<file path="src/design/mktd_pkg.sv">
// Package for the Morse key timing decoder.
// Holds the widths, reset values, timing thresholds and the Morse code table.
// No dependencies.
`timescale 1ns / 1ps
`default_nettype none

package mktd_pkg;

  localparam int MAX_SYMBOLS = 5;
  localparam int CNT_W       = $clog2(MAX_SYMBOLS + 2);
  localparam int GAP_W       = 20;
  localparam int DOT_W       = 16;
  localparam int CHAR_W      = 7;
  localparam int CODE_COUNT  = 36;

  localparam logic [GAP_W-1:0]  GAP_MAX      = {GAP_W{1'b1}};
  localparam logic [CHAR_W-1:0] CHAR_UNKNOWN = 7'd45;  // '-'
  localparam logic [DOT_W-1:0]  DOT_RESET    = 16'd1000;

  // Thresholds at reset dot time: dash above 3 dots, char gap above 4,
  // word gap at 10 or more.
  localparam logic [GAP_W-1:0] THR3_RESET  = GAP_W'(DOT_RESET * 3);
  localparam logic [GAP_W-1:0] THR4_RESET  = GAP_W'(DOT_RESET * 4);
  localparam logic [GAP_W-1:0] THR10_RESET = GAP_W'(DOT_RESET * 10);

  typedef struct packed {
    logic [CNT_W-1:0]       len;
    logic [MAX_SYMBOLS-1:0] pattern;  // first symbol in bit 0, 1 = dash
    logic [CHAR_W-1:0]      ch;
  } code_entry_t;

  localparam code_entry_t CODE_TABLE [CODE_COUNT] = '{
    '{3'd2, 5'h02, 7'd65}, '{3'd4, 5'h01, 7'd66}, '{3'd4, 5'h05, 7'd67},
    '{3'd3, 5'h01, 7'd68}, '{3'd1, 5'h00, 7'd69}, '{3'd4, 5'h04, 7'd70},
    '{3'd3, 5'h03, 7'd71}, '{3'd4, 5'h00, 7'd72}, '{3'd2, 5'h00, 7'd73},
    '{3'd4, 5'h0E, 7'd74}, '{3'd3, 5'h05, 7'd75}, '{3'd4, 5'h02, 7'd76},
    '{3'd2, 5'h03, 7'd77}, '{3'd2, 5'h01, 7'd78}, '{3'd3, 5'h07, 7'd79},
    '{3'd4, 5'h06, 7'd80}, '{3'd4, 5'h0B, 7'd81}, '{3'd3, 5'h02, 7'd82},
    '{3'd3, 5'h00, 7'd83}, '{3'd1, 5'h01, 7'd84}, '{3'd3, 5'h04, 7'd85},
    '{3'd4, 5'h08, 7'd86}, '{3'd3, 5'h06, 7'd87}, '{3'd4, 5'h09, 7'd88},
    '{3'd4, 5'h0D, 7'd89}, '{3'd4, 5'h03, 7'd90},
    '{3'd5, 5'h1F, 7'd48}, '{3'd5, 5'h1E, 7'd49}, '{3'd5, 5'h1C, 7'd50},
    '{3'd5, 5'h18, 7'd51}, '{3'd5, 5'h10, 7'd52}, '{3'd5, 5'h00, 7'd53},
    '{3'd5, 5'h01, 7'd54}, '{3'd5, 5'h03, 7'd55}, '{3'd5, 5'h07, 7'd56},
    '{3'd5, 5'h0F, 7'd57}
  };

endpackage

`default_nettype wire

</file>
<file path="src/design/mktd_code_lut.sv">
// Morse code to ASCII lookup, combinational.
// Depends on mktd_pkg (code table, widths).
`timescale 1ns / 1ps
`default_nettype none

module mktd_code_lut
  import mktd_pkg::*;
(
  input  wire logic [CNT_W-1:0]       sym_count,
  input  wire logic [MAX_SYMBOLS-1:0] sym_bits,
  output logic      [CHAR_W-1:0]      char_code
);

  always_comb begin
    char_code = CHAR_UNKNOWN;
    // empty or overflowed codes stay '-'
    if (sym_count != '0 && sym_count <= CNT_W'(MAX_SYMBOLS)) begin
      for (int i = 0; i < CODE_COUNT; i++) begin
        if (CODE_TABLE[i].len == sym_count && CODE_TABLE[i].pattern == sym_bits) begin
          char_code = CODE_TABLE[i].ch;
        end
      end
    end
  end

endmodule

`default_nettype wire

</file>
<file path="src/design/morse_key_timing_decoder.sv">
// Top level of the Morse key timing decoder.
// Depends on mktd_pkg and mktd_code_lut.
// Channels: in_valid / in_stall / in_key_down carry one key sample per
//   transaction, normally one each tick. out_valid / out_stall /
//   out_char_code / out_word_end carry one decoded character per transaction;
//   a sample yields at most one, on a key press after a gap over 4 dot times.
//   cfg_wr_en / cfg_wr_data write the dot time in ticks; write only while
//   the block is idle. Thresholds (3, 4 and 10 dot times) are computed then.
// Timing: one sample per cycle sustained while in_stall is low. A character
//   goes into the output register, or into the skid register when the
//   output entry is held; the whole update (saturating gap count, threshold
//   compares, table lookup) runs from the key state registers to the buffer.
// Reset: synchronous, active low. Key released, gap count and symbols
//   cleared, dot time 1000 ticks, output empty.
// Back pressure: a two-entry output buffer (output register plus skid
//   register) lets a sample be taken while a character waits. in_stall
//   rises only when both entries hold characters.
`timescale 1ns / 1ps
`default_nettype none

module morse_key_timing_decoder
  import mktd_pkg::*;
(
  input  wire logic              clk,
  input  wire logic              rst_n,
  input  wire logic              cfg_wr_en,
  input  wire logic [DOT_W-1:0]  cfg_wr_data,
  input  wire logic              in_valid,
  output logic                   in_stall,
  input  wire logic              in_key_down,
  output logic                   out_valid,
  input  wire logic              out_stall,
  output logic      [CHAR_W-1:0] out_char_code,
  output logic                   out_word_end
);

  // thresholds in ticks
  logic [GAP_W-1:0] thr3_r, thr4_r, thr10_r;

  // key tracking state
  logic                   key_was_down_r, key_was_down_nxt;
  logic [GAP_W-1:0]       gap_r, gap_nxt;
  logic [MAX_SYMBOLS-1:0] sym_bits_r, sym_bits_nxt;
  logic [CNT_W-1:0]       sym_count_r, sym_count_nxt;

  // output buffer
  logic              out_valid_r, out_valid_nxt;
  logic              skid_valid_r, skid_valid_nxt;
  logic [CHAR_W-1:0] out_char_r, out_char_nxt, skid_char_r, skid_char_nxt;
  logic              out_word_r, out_word_nxt, skid_word_r, skid_word_nxt;

  logic              accept;
  logic              press, release_key;
  logic              emit;
  logic              word_end;
  logic [GAP_W-1:0]  len;
  logic [CHAR_W-1:0] lut_char;
  logic              pop;

  assign in_stall      = skid_valid_r;
  assign out_valid     = out_valid_r;
  assign out_char_code = out_char_r;
  assign out_word_end  = out_word_r;

  assign accept      = in_valid && !in_stall;
  assign press       = in_key_down && !key_was_down_r;
  assign release_key = !in_key_down && key_was_down_r;
  // gap count saturates; the incremented value is the measured length
  assign len         = (gap_r == GAP_MAX) ? gap_r : gap_r + GAP_W'(1);
  assign emit        = accept && press && (len > thr4_r);
  assign word_end    = (len >= thr10_r);
  assign pop         = out_valid_r && !out_stall;

  mktd_code_lut u_code_lut (
    .sym_count (sym_count_r),
    .sym_bits  (sym_bits_r),
    .char_code (lut_char)
  );

  // key state update
  always_comb begin
    key_was_down_nxt = key_was_down_r;
    gap_nxt          = gap_r;
    sym_bits_nxt     = sym_bits_r;
    sym_count_nxt    = sym_count_r;
    if (accept) begin
      gap_nxt = len;
      if (press) begin
        if (len > thr4_r) begin
          sym_bits_nxt  = '0;
          sym_count_nxt = '0;
        end
        key_was_down_nxt = 1'b1;
        gap_nxt          = '0;
      end else if (release_key) begin
        if (sym_count_r < CNT_W'(MAX_SYMBOLS)) begin
          for (int i = 0; i < MAX_SYMBOLS; i++) begin
            if (sym_count_r == CNT_W'(i) && len > thr3_r) begin
              sym_bits_nxt[i] = 1'b1;
            end
          end
          sym_count_nxt = sym_count_r + CNT_W'(1);
        end else begin
          sym_count_nxt = CNT_W'(MAX_SYMBOLS + 1);  // overflow mark
        end
        key_was_down_nxt = 1'b0;
        gap_nxt          = '0;
      end
    end
  end

  // two-entry output buffer, kept in order
  always_comb begin
    out_valid_nxt  = out_valid_r;
    skid_valid_nxt = skid_valid_r;
    out_char_nxt   = out_char_r;
    out_word_nxt   = out_word_r;
    skid_char_nxt  = skid_char_r;
    skid_word_nxt  = skid_word_r;
    if (!out_valid_r || pop) begin
      if (skid_valid_r) begin
        out_valid_nxt  = 1'b1;
        out_char_nxt   = skid_char_r;
        out_word_nxt   = skid_word_r;
        skid_valid_nxt = emit;
        skid_char_nxt  = lut_char;
        skid_word_nxt  = word_end;
      end else begin
        out_valid_nxt = emit;
        out_char_nxt  = lut_char;
        out_word_nxt  = word_end;
      end
    end else if (emit) begin
      skid_valid_nxt = 1'b1;
      skid_char_nxt  = lut_char;
      skid_word_nxt  = word_end;
    end
  end

  always_ff @(posedge clk) begin
    if (!rst_n) begin
      thr3_r         <= THR3_RESET;
      thr4_r         <= THR4_RESET;
      thr10_r        <= THR10_RESET;
      key_was_down_r <= 1'b0;
      gap_r          <= '0;
      sym_bits_r     <= '0;
      sym_count_r    <= '0;
      out_valid_r    <= 1'b0;
      skid_valid_r   <= 1'b0;
    end else begin
      if (cfg_wr_en) begin
        thr3_r  <= GAP_W'({cfg_wr_data, 1'b0}) + GAP_W'(cfg_wr_data);
        thr4_r  <= GAP_W'({cfg_wr_data, 2'b00});
        thr10_r <= GAP_W'({cfg_wr_data, 3'b000}) + GAP_W'({cfg_wr_data, 1'b0});
      end
      key_was_down_r <= key_was_down_nxt;
      gap_r          <= gap_nxt;
      sym_bits_r     <= sym_bits_nxt;
      sym_count_r    <= sym_count_nxt;
      out_valid_r    <= out_valid_nxt;
      skid_valid_r   <= skid_valid_nxt;
    end
  end

  // payload, no reset
  always_ff @(posedge clk) begin
    out_char_r  <= out_char_nxt;
    out_word_r  <= out_word_nxt;
    skid_char_r <= skid_char_nxt;
    skid_word_r <= skid_word_nxt;
  end

  // skid entry only fills behind a held output entry
  a_skid_behind_out: assert property (@(posedge clk) disable iff (!rst_n)
    skid_valid_r |-> out_valid_r)
    else $error("skid entry valid with empty output register");

  // symbol count never passes the overflow mark
  a_count_bound: assert property (@(posedge clk) disable iff (!rst_n)
    sym_count_r <= CNT_W'(MAX_SYMBOLS + 1))
    else $error("symbol count beyond overflow mark");

  // a taken press restarts the gap count with the key held down
  a_press_clears_gap: assert property (@(posedge clk) disable iff (!rst_n)
    (accept && press) |=> (gap_r == '0 && key_was_down_r))
    else $error("gap count not restarted on key press");

  // a stalled character is not lost
  a_out_held: assert property (@(posedge clk) disable iff (!rst_n)
    (out_valid_r && out_stall) |=> out_valid_r)
    else $error("stalled character dropped");

endmodule

`default_nettype wire
</file>
<file path="config.mk">
export PLATFORM = sky130hd
export DESIGN_NAME = morse_key_timing_decoder
export DESIGN_NICKNAME = d
export VERILOG_FILES = /design/src/design/mktd_pkg.sv /design/src/design/mktd_code_lut.sv /design/src/design/morse_key_timing_decoder.sv
export SDC_FILE = /design/constraint.sdc
export NUM_CORES = 1
export LEC_CHECK = 0
export BUFFER_PORTS_ARGS = -buffer_cell sky130_fd_sc_hd__buf_2
export CORE_UTILIZATION = 40
export DETAILED_ROUTE_END_ITERATION = 10
export PLACE_DENSITY_LB_ADDON = 0.1
export RECOVER_POWER = 25
export SYNTH_ARGS = -nofsm -noshare
export SYNTH_HDL_FRONTEND = slang
export SYNTH_HIERARCHICAL = 1
export SYNTH_SLANG_ARGS = --single-unit
</file>
<file path="constraint.sdc">
create_clock -name clk -period 4.2 [get_ports clk]
set_clock_uncertainty 0.05 [all_clocks]
set_input_delay 0.63 -clock clk [delete_from_list [all_inputs] [get_ports clk]]
set_output_delay 0.63 -clock clk [all_outputs]
set_load 0.02 [all_outputs]
</file>
# == After elaboration in Yosys (flattened, before gate mapping) ==
# Index checks and enable logic that the tools add are counted.
# classes
add_sub_neg,4
n_mul,0
n_div,0
n_lt_le_gt_ge,5
eq_ne,30
shift,0
n_mux,67
bitwise,0
reduce_logical,73
# ops
operator,count
$mux W7,41
$mux W20,3
$logic_and A1 B1 Y1,48
$eq A4 B5 Y1 const A,6
$eq A5 B5 Y1 const A,5
$reduce_and A5 Y1,5
$add A19 B17 Y20,1
$add A20 B1 Y20 const B,1
$eq A20 B20 Y1 const B,1
$eq A3 B5 Y1 const A,4
$ge A20 B20 Y1,1
$gt A20 B18 Y1,1
$gt A20 B20 Y1,1
$mux W5,4
$add A17 B16 Y18,1
$reduce_bool A2 Y1,8
$mux W1,15
$mux W3,4
$eq A2 B5 Y1 const A,2
$eq A2 B3 Y1 const A,2
$eq A3 B2 Y1 const B,2
$eq A3 B3 Y1 const A,2
$eq A1 B5 Y1 const A,1
$logic_not A1 Y1,5
other kinds (14),15
# word_totals
register_bits,103
latch_bits,0
ramBits,0
mem_bits_ro,0
in_bits,22
output_inout_bits,10
elab_cells,196
mem_count,0

# == Longest topological paths before layout ==
# logic_depth
word_depth,41
mapped_depth,17
ltp_nobuf,17

# == By module ==
# Netlist, hierarchy kept.
# by_module_without_submodules
module,n_inst,cells_per_inst,area_each_um2,seq_area_each_um2
morse_key_timing_decoder,1,790,6836.6,2102.0
mktd_code_lut,1,120,753.2,0.0

# == Worst setup path after synthesis ==
# No wires, ideal clock.
# synth_timing
path_type,register to register
start,register gap_r[2]
end,register skid_char_r[0] (enable)
setup_ps,267
t_arrival_ps,3233
required_ps,3883
setup_slack_ps,649
stages_incl_launch_ff,17
path_buffers,1
synth_period_minus_slack_ps,3551
cell_sequence,dfxtp_1 > buf_2 > and3_1 > and4_4 > and3_4 > nor3_4 > nand3_1 > xnor2_1 > ha_1 > a21o_1 > a21o_1 > a21o_1 > a21oi_1 > o2111ai_1 > a21oi_4 > nor3_1 > mux2_2
# synth_via
elab_chain_cells,6
word_cells_on_any_way,7
cone_classes,1 x add/sub; 1 x order compare; 1 x eq/ne; 1 x mux; 3 x reduce/logical
# synth_rtl
element,line_no,rtl
"start, declared",morse_key_timing_decoder.sv:42,"logic [GAP_W-1:0] gap_r, gap_nxt;"
"start signal, assigned",morse_key_timing_decoder.sv:158,gap_r <= gap_nxt;
$add A20 B1 Y20 or $eq A20 B20 Y1 (tied branches),morse_key_timing_decoder.sv:69,assign len = (gap_r == GAP_MAX) ? gap_r : gap_r + GAP_W'(1);
$mux W20 (*),morse_key_timing_decoder.sv:69,
$gt A20 B18 Y1 (*),morse_key_timing_decoder.sv:70,assign emit = accept && press && (len > thr4_r);
$logic_and A1 B1 Y1 (*),morse_key_timing_decoder.sv:70,
$reduce_bool A2 Y1 (no source line) (*),-,
$reduce_and A2 Y1 (no source line) (*),-,
"end signal, assigned",morse_key_timing_decoder.sv:170,skid_char_r <= skid_char_nxt;
"end, declared",morse_key_timing_decoder.sv:49,"logic [CHAR_W-1:0] out_char_r, out_char_nxt, skid_char_r, skid_char_nxt;"
# Mark *: on every way between the ends. The rest lies on a longest branch, timed or not.
# A chain may end at the register's enable or synchronous reset.

# == Final worst setup path ==
# layout_timing
start,register gap_r[0]
end,register sym_bits_r[4]
# layout_via
elab_chain_cells,6
word_cells_on_any_way,9
cone_classes,1 x add/sub; 2 x order compare; 2 x eq/ne; 1 x mux; 3 x reduce/logical
# layout_rtl
element,line_no,rtl
$add A20 B1 Y20 or $eq A20 B20 Y1 (tied branches),morse_key_timing_decoder.sv:69,
$mux W20 (*),morse_key_timing_decoder.sv:69,
$gt A20 B20 Y1,morse_key_timing_decoder.sv:98,if (sym_count_r == CNT_W'(i) && len > thr3_r) begin
$logic_and A1 B1 Y1,morse_key_timing_decoder.sv:98,
$reduce_bool A2 Y1 (no source line),-,
$reduce_and A5 Y1 (no source line) (*),-,
"end signal, assigned",morse_key_timing_decoder.sv:159,sym_bits_r <= sym_bits_nxt;
"end, declared",morse_key_timing_decoder.sv:43,"logic [MAX_SYMBOLS-1:0] sym_bits_r, sym_bits_nxt;"
# Marked as above.

==> run metrics <==
status complete, but fails checks; violated checks capacitance limit, slew limit; Critical Path Source gap_r[0]; Reg2Reg Setup Slack between 0.3 and 0.4 ns; drt wl/cell around 17 um; DRT iter0 DRCs roughly 370; total global routing overflow 0; Max Cap Viol 1; Seq pwr share ~44%; pre-CTS worst setup slack around 0.28 ns; HP Class flop to flop; global-route wire length before repair about 32000 um; Die H around 140 um; Sw Share approximately 28%; routed vias 6327; maximum VDD drop ~200 uV; clk slew on worst S/H paths around 0.070 ns; Die ar. just under 20000 um2; CTS tree built; R2R depth 18; CTS Sinks between 90 and 100; Worst setup EP type flop; worst skew pair latency around 0.35 ns; die width approximately 140 um; setup repair after global routing missed its margin false; Worst Setup EP sym_bits_r[4]; initial antenna violation count 0; worst setup margin around 0.32 ns; layout cells sized above 1 8.846%; final setup fails 0; Crit-path slowest cell or3_1; H-Tree Depth 3; total negative slack 0 ns; clock buffer depth 2; path type of the worst setup path flop to flop; Yosys warnings 6; Worst Path Arrival 4.13 ns; Slew @ Worst Pin 1.686 ns; drt via density around 5.4; stages on the worst setup path 18; root buffer cell clkbuf_16; sequential fraction of the synthesis area between 20% and 30%; final slew viol count 78; RR Startpoint gap_r[0]; antenna-violating nets left 0; Hold Crit Start thr10_r[19]; cell family with most CP delay simple AND/OR/NAND/NOR gates; Mapped Nets 1025; register bit total from synthesis 97; Gate power share between 10% and 20%; vias in the first global route between 5k and 6k; max_slew headroom -12.38%; ys flop type dfxtp_1; Tcrit/Tclk final 92.49%; nets around 1.0k; Lkg Pwr ~0.0036 uW; CTS Buf Count 9; DR pass1 iterations 5; cell row count 50; CP most frequent cell nor2_1; Syn Area/Cell 8.340 um2; worst path cell trace ha_1 -> inv_1 -> nor2_1 -> and3_4 -> nor3_4 -> nand3_2 -> nor2_1 -> xor2_1 -> buf_4 -> ha_1 -> nand4_1 -> nor2_1 -> nand4_1 -> or3_1 -> o221ai_1 -> a21oi_1 -> o21bai_1 -> a32o_1; largest net degree at the start of global routing 78; Buf/Inv on CP 2; async set-reset flop share out of synthesis 0%; FMAX 257.4 MHz; Clk network pwr share between 30% and 40%; GP Congestion ~0.83; Yosys cell types 80; Post-DP Area roughly 7900 um2; I/O Pins 32; Core Region approximately 19000 um2; Routed Wire Length ~19000 um; Final Critical Period about 3.9 ns; CP startpoint kind flop; switching power between 600 and 700 uW; P_int about 1600 uW; number of port buffers 31; Layout area overhead 8.474%; Worst Path Required ~4.5 ns; DR DRC count 0; placed wire-length estimate 14510 um; Crit Path Max Fanout 7; Total Routing Usage GR 20.75%; Post-synth EDFFs 16; slowest stage delay, CP between 0.4 and 0.5 ns; Finished Cell Area ~8200 um2; final-report hold violation count 0; reg2reg end sym_bits_r[4]; mapped cell area between 7000 and 8000 um2; Initial Util approximately 41%; Power Density approximately 280 nW/um2; Synth Instances slightly above 900; Hold Buf Count CTS 0; ant diodes 0
## layout by cell type, fill, tap and decap left out, types with 4 or more instances in the layout
master     instances
a211oi_1           8
a21o_1            20
a21oi_1           46
a22oi_1            9
a31o_2             4
a31oi_1            6
and2_1             8
and3_1             9
buf_2             22
buf_4             11
clkbuf_1          13
clkbuf_16          9
dfxtp_1           81
edfxtp_1          16
ha_1              91
inv_1             77
mux2_2            12
mux2i_1           23
nand2_1           72
nand2b_1          12
nand3_1           28
nand3b_1          10
nand4_1           14
nor2_1            64
nor2b_1           26
nor3_1            13
nor3b_1            9
nor4_1             5
nor4b_1            4
o211ai_1          23
o21a_1             7
o21ai_0           46
o21ai_1            5
o21bai_1           7
or3_1              7
xnor2_1           23
xor2_1            12
## cell usage after synthesis, types with 9 or more instances
| cell | count | area [um2] |
|---|---|---|
| a21o_1 | 20 | 150.1 |
| xnor2_1 | 23 | 201.4 |
| inv_1 | 77 | 289.0 |
| nand4_1 | 14 | 87.58 |
| clkbuf_1 | 27 | 101.4 |
| a22oi_1 | 9 | 67.56 |
| nand2b_1 | 12 | 75.07 |
| nor3_1 | 14 | 70.07 |
| nor2_1 | 64 | 240.2 |
| nand3_1 | 29 | 145.1 |
| a21oi_1 | 46 | 230.2 |
| nand2_1 | 72 | 270.3 |
| nor2b_1 | 26 | 162.7 |
| and2_1 | 9 | 56.30 |
| mux2i_1 | 23 | 230.2 |
| o21ai_0 | 46 | 230.2 |
| o211ai_1 | 23 | 172.7 |
| dfxtp_1 | 81 | 1622 |
| and3_1 | 9 | 56.30 |
| mux2_2 | 12 | 135.1 |
| ha_1 | 91 | 1139 |
| nor3b_1 | 9 | 67.56 |
| nand3b_1 | 10 | 75.07 |
| edfxtp_1 | 16 | 480.5 |
| xor2_1 | 12 | 105.1 |
## kinds of logic (layout without fill, tap and decap cells)
family | count (synthesis) | in the layout | synth area share (%)
mux | 35 | 35 | 4.814
flops | 97 | 97 | 27.70
simple gates | 314 | 314 | 22.30
buf+inv | 119 | 136 | 6.314
fa+ha+maj | 93 | 93 | 15.53
compound gates | 217 | 217 | 19.30
xor+xnor | 35 | 35 | 4.039
## power groups by stage
stage	registers, uW	clock network, uW	logic (uW)
finish	1010	840	429
global route	1010	900	490
CTS	1010	859	431
detailed placement	1030	0	427
global placement	1030	0	429
floorplan	1020	0	314
## how the worst min path moves through the flow
stage / to / slack [ns] / cells after the start
after floorplan: sym_bits_r[2] / 0.39 / 1
after global placement: thr10_r[19] / 0.41 / 2
after detailed placement: thr10_r[19] / 0.41 / 2
after CTS: thr10_r[19] / 0.42 / 2
after global routing: thr10_r[19] / 0.45 / 2
final: thr10_r[19] / 0.42 / 2
## state kept, by name, summed over array words and instances, names as in the netlist
name	count
skid_word_r	1
skid_char_r	7
sym_count_r	3
thr10_r	17
thr3_r	17
key_was_down_r	1
out_word_end	1
sym_bits_r	5
in_stall	1
gap_r	20
thr4_r	16
out_valid	1
out_char_code	7
## timing repair
| item | in CTS | in global routing |
|---|---|---|
| setup buffers | 0 | 0 |
| resized for setup | 0 | 2 |
| endpoints found under the setup margin | 0 | 10 |
## area by class of cell
type	count	area (um2)
clock buffers	14	254.0
clock inverters	2	38.79
fillers	1922	10410
inverters	77	289.0
multi-input cells	694	5025
flip-flops and latches	97	2102
well taps	234	292.8
repair buffers	43	231.5
## layer usage
| layer | global-route usage, % | wire, um | up-vias |
|---|---|---|---|
| li1 | - | - | 3295 |
| met1 | 29.98 | 10090 | 2932 |
| met2 | 32.39 | 8472 | 88 |
| met3 | 3.338 | 629 | 12 |
| met4 | 4.106 | 164 | 0 |
| met5 | 0 | 0 | - |
## metrics by stage
step / total power, uW / hold slack (ns) / std cells / util, %
finish: 2277 / 0.4181 / 1161 / 44.16
CTS: 2296 / 0.4207 / 1161 / 44.17
detailed placement: 1455 / 0.4098 / 1145 / 42.60
global route: 2401 / 0.4499 / 1161 / 44.16
global placement: 1456 / 0.4146 / 1145 / 42.60
floorplan: 1335 / 0.3940 / 910 / -
## worst min-delay path: cells and delay by family, from the launching register on
family             cells  cell delay, ns
DFF                    1            0.31
and+or+nand+nor        1            0.06
AOI/OAI and AO/OA      1            0.05
No activity file was read; power rests on OpenSTA's default activity.
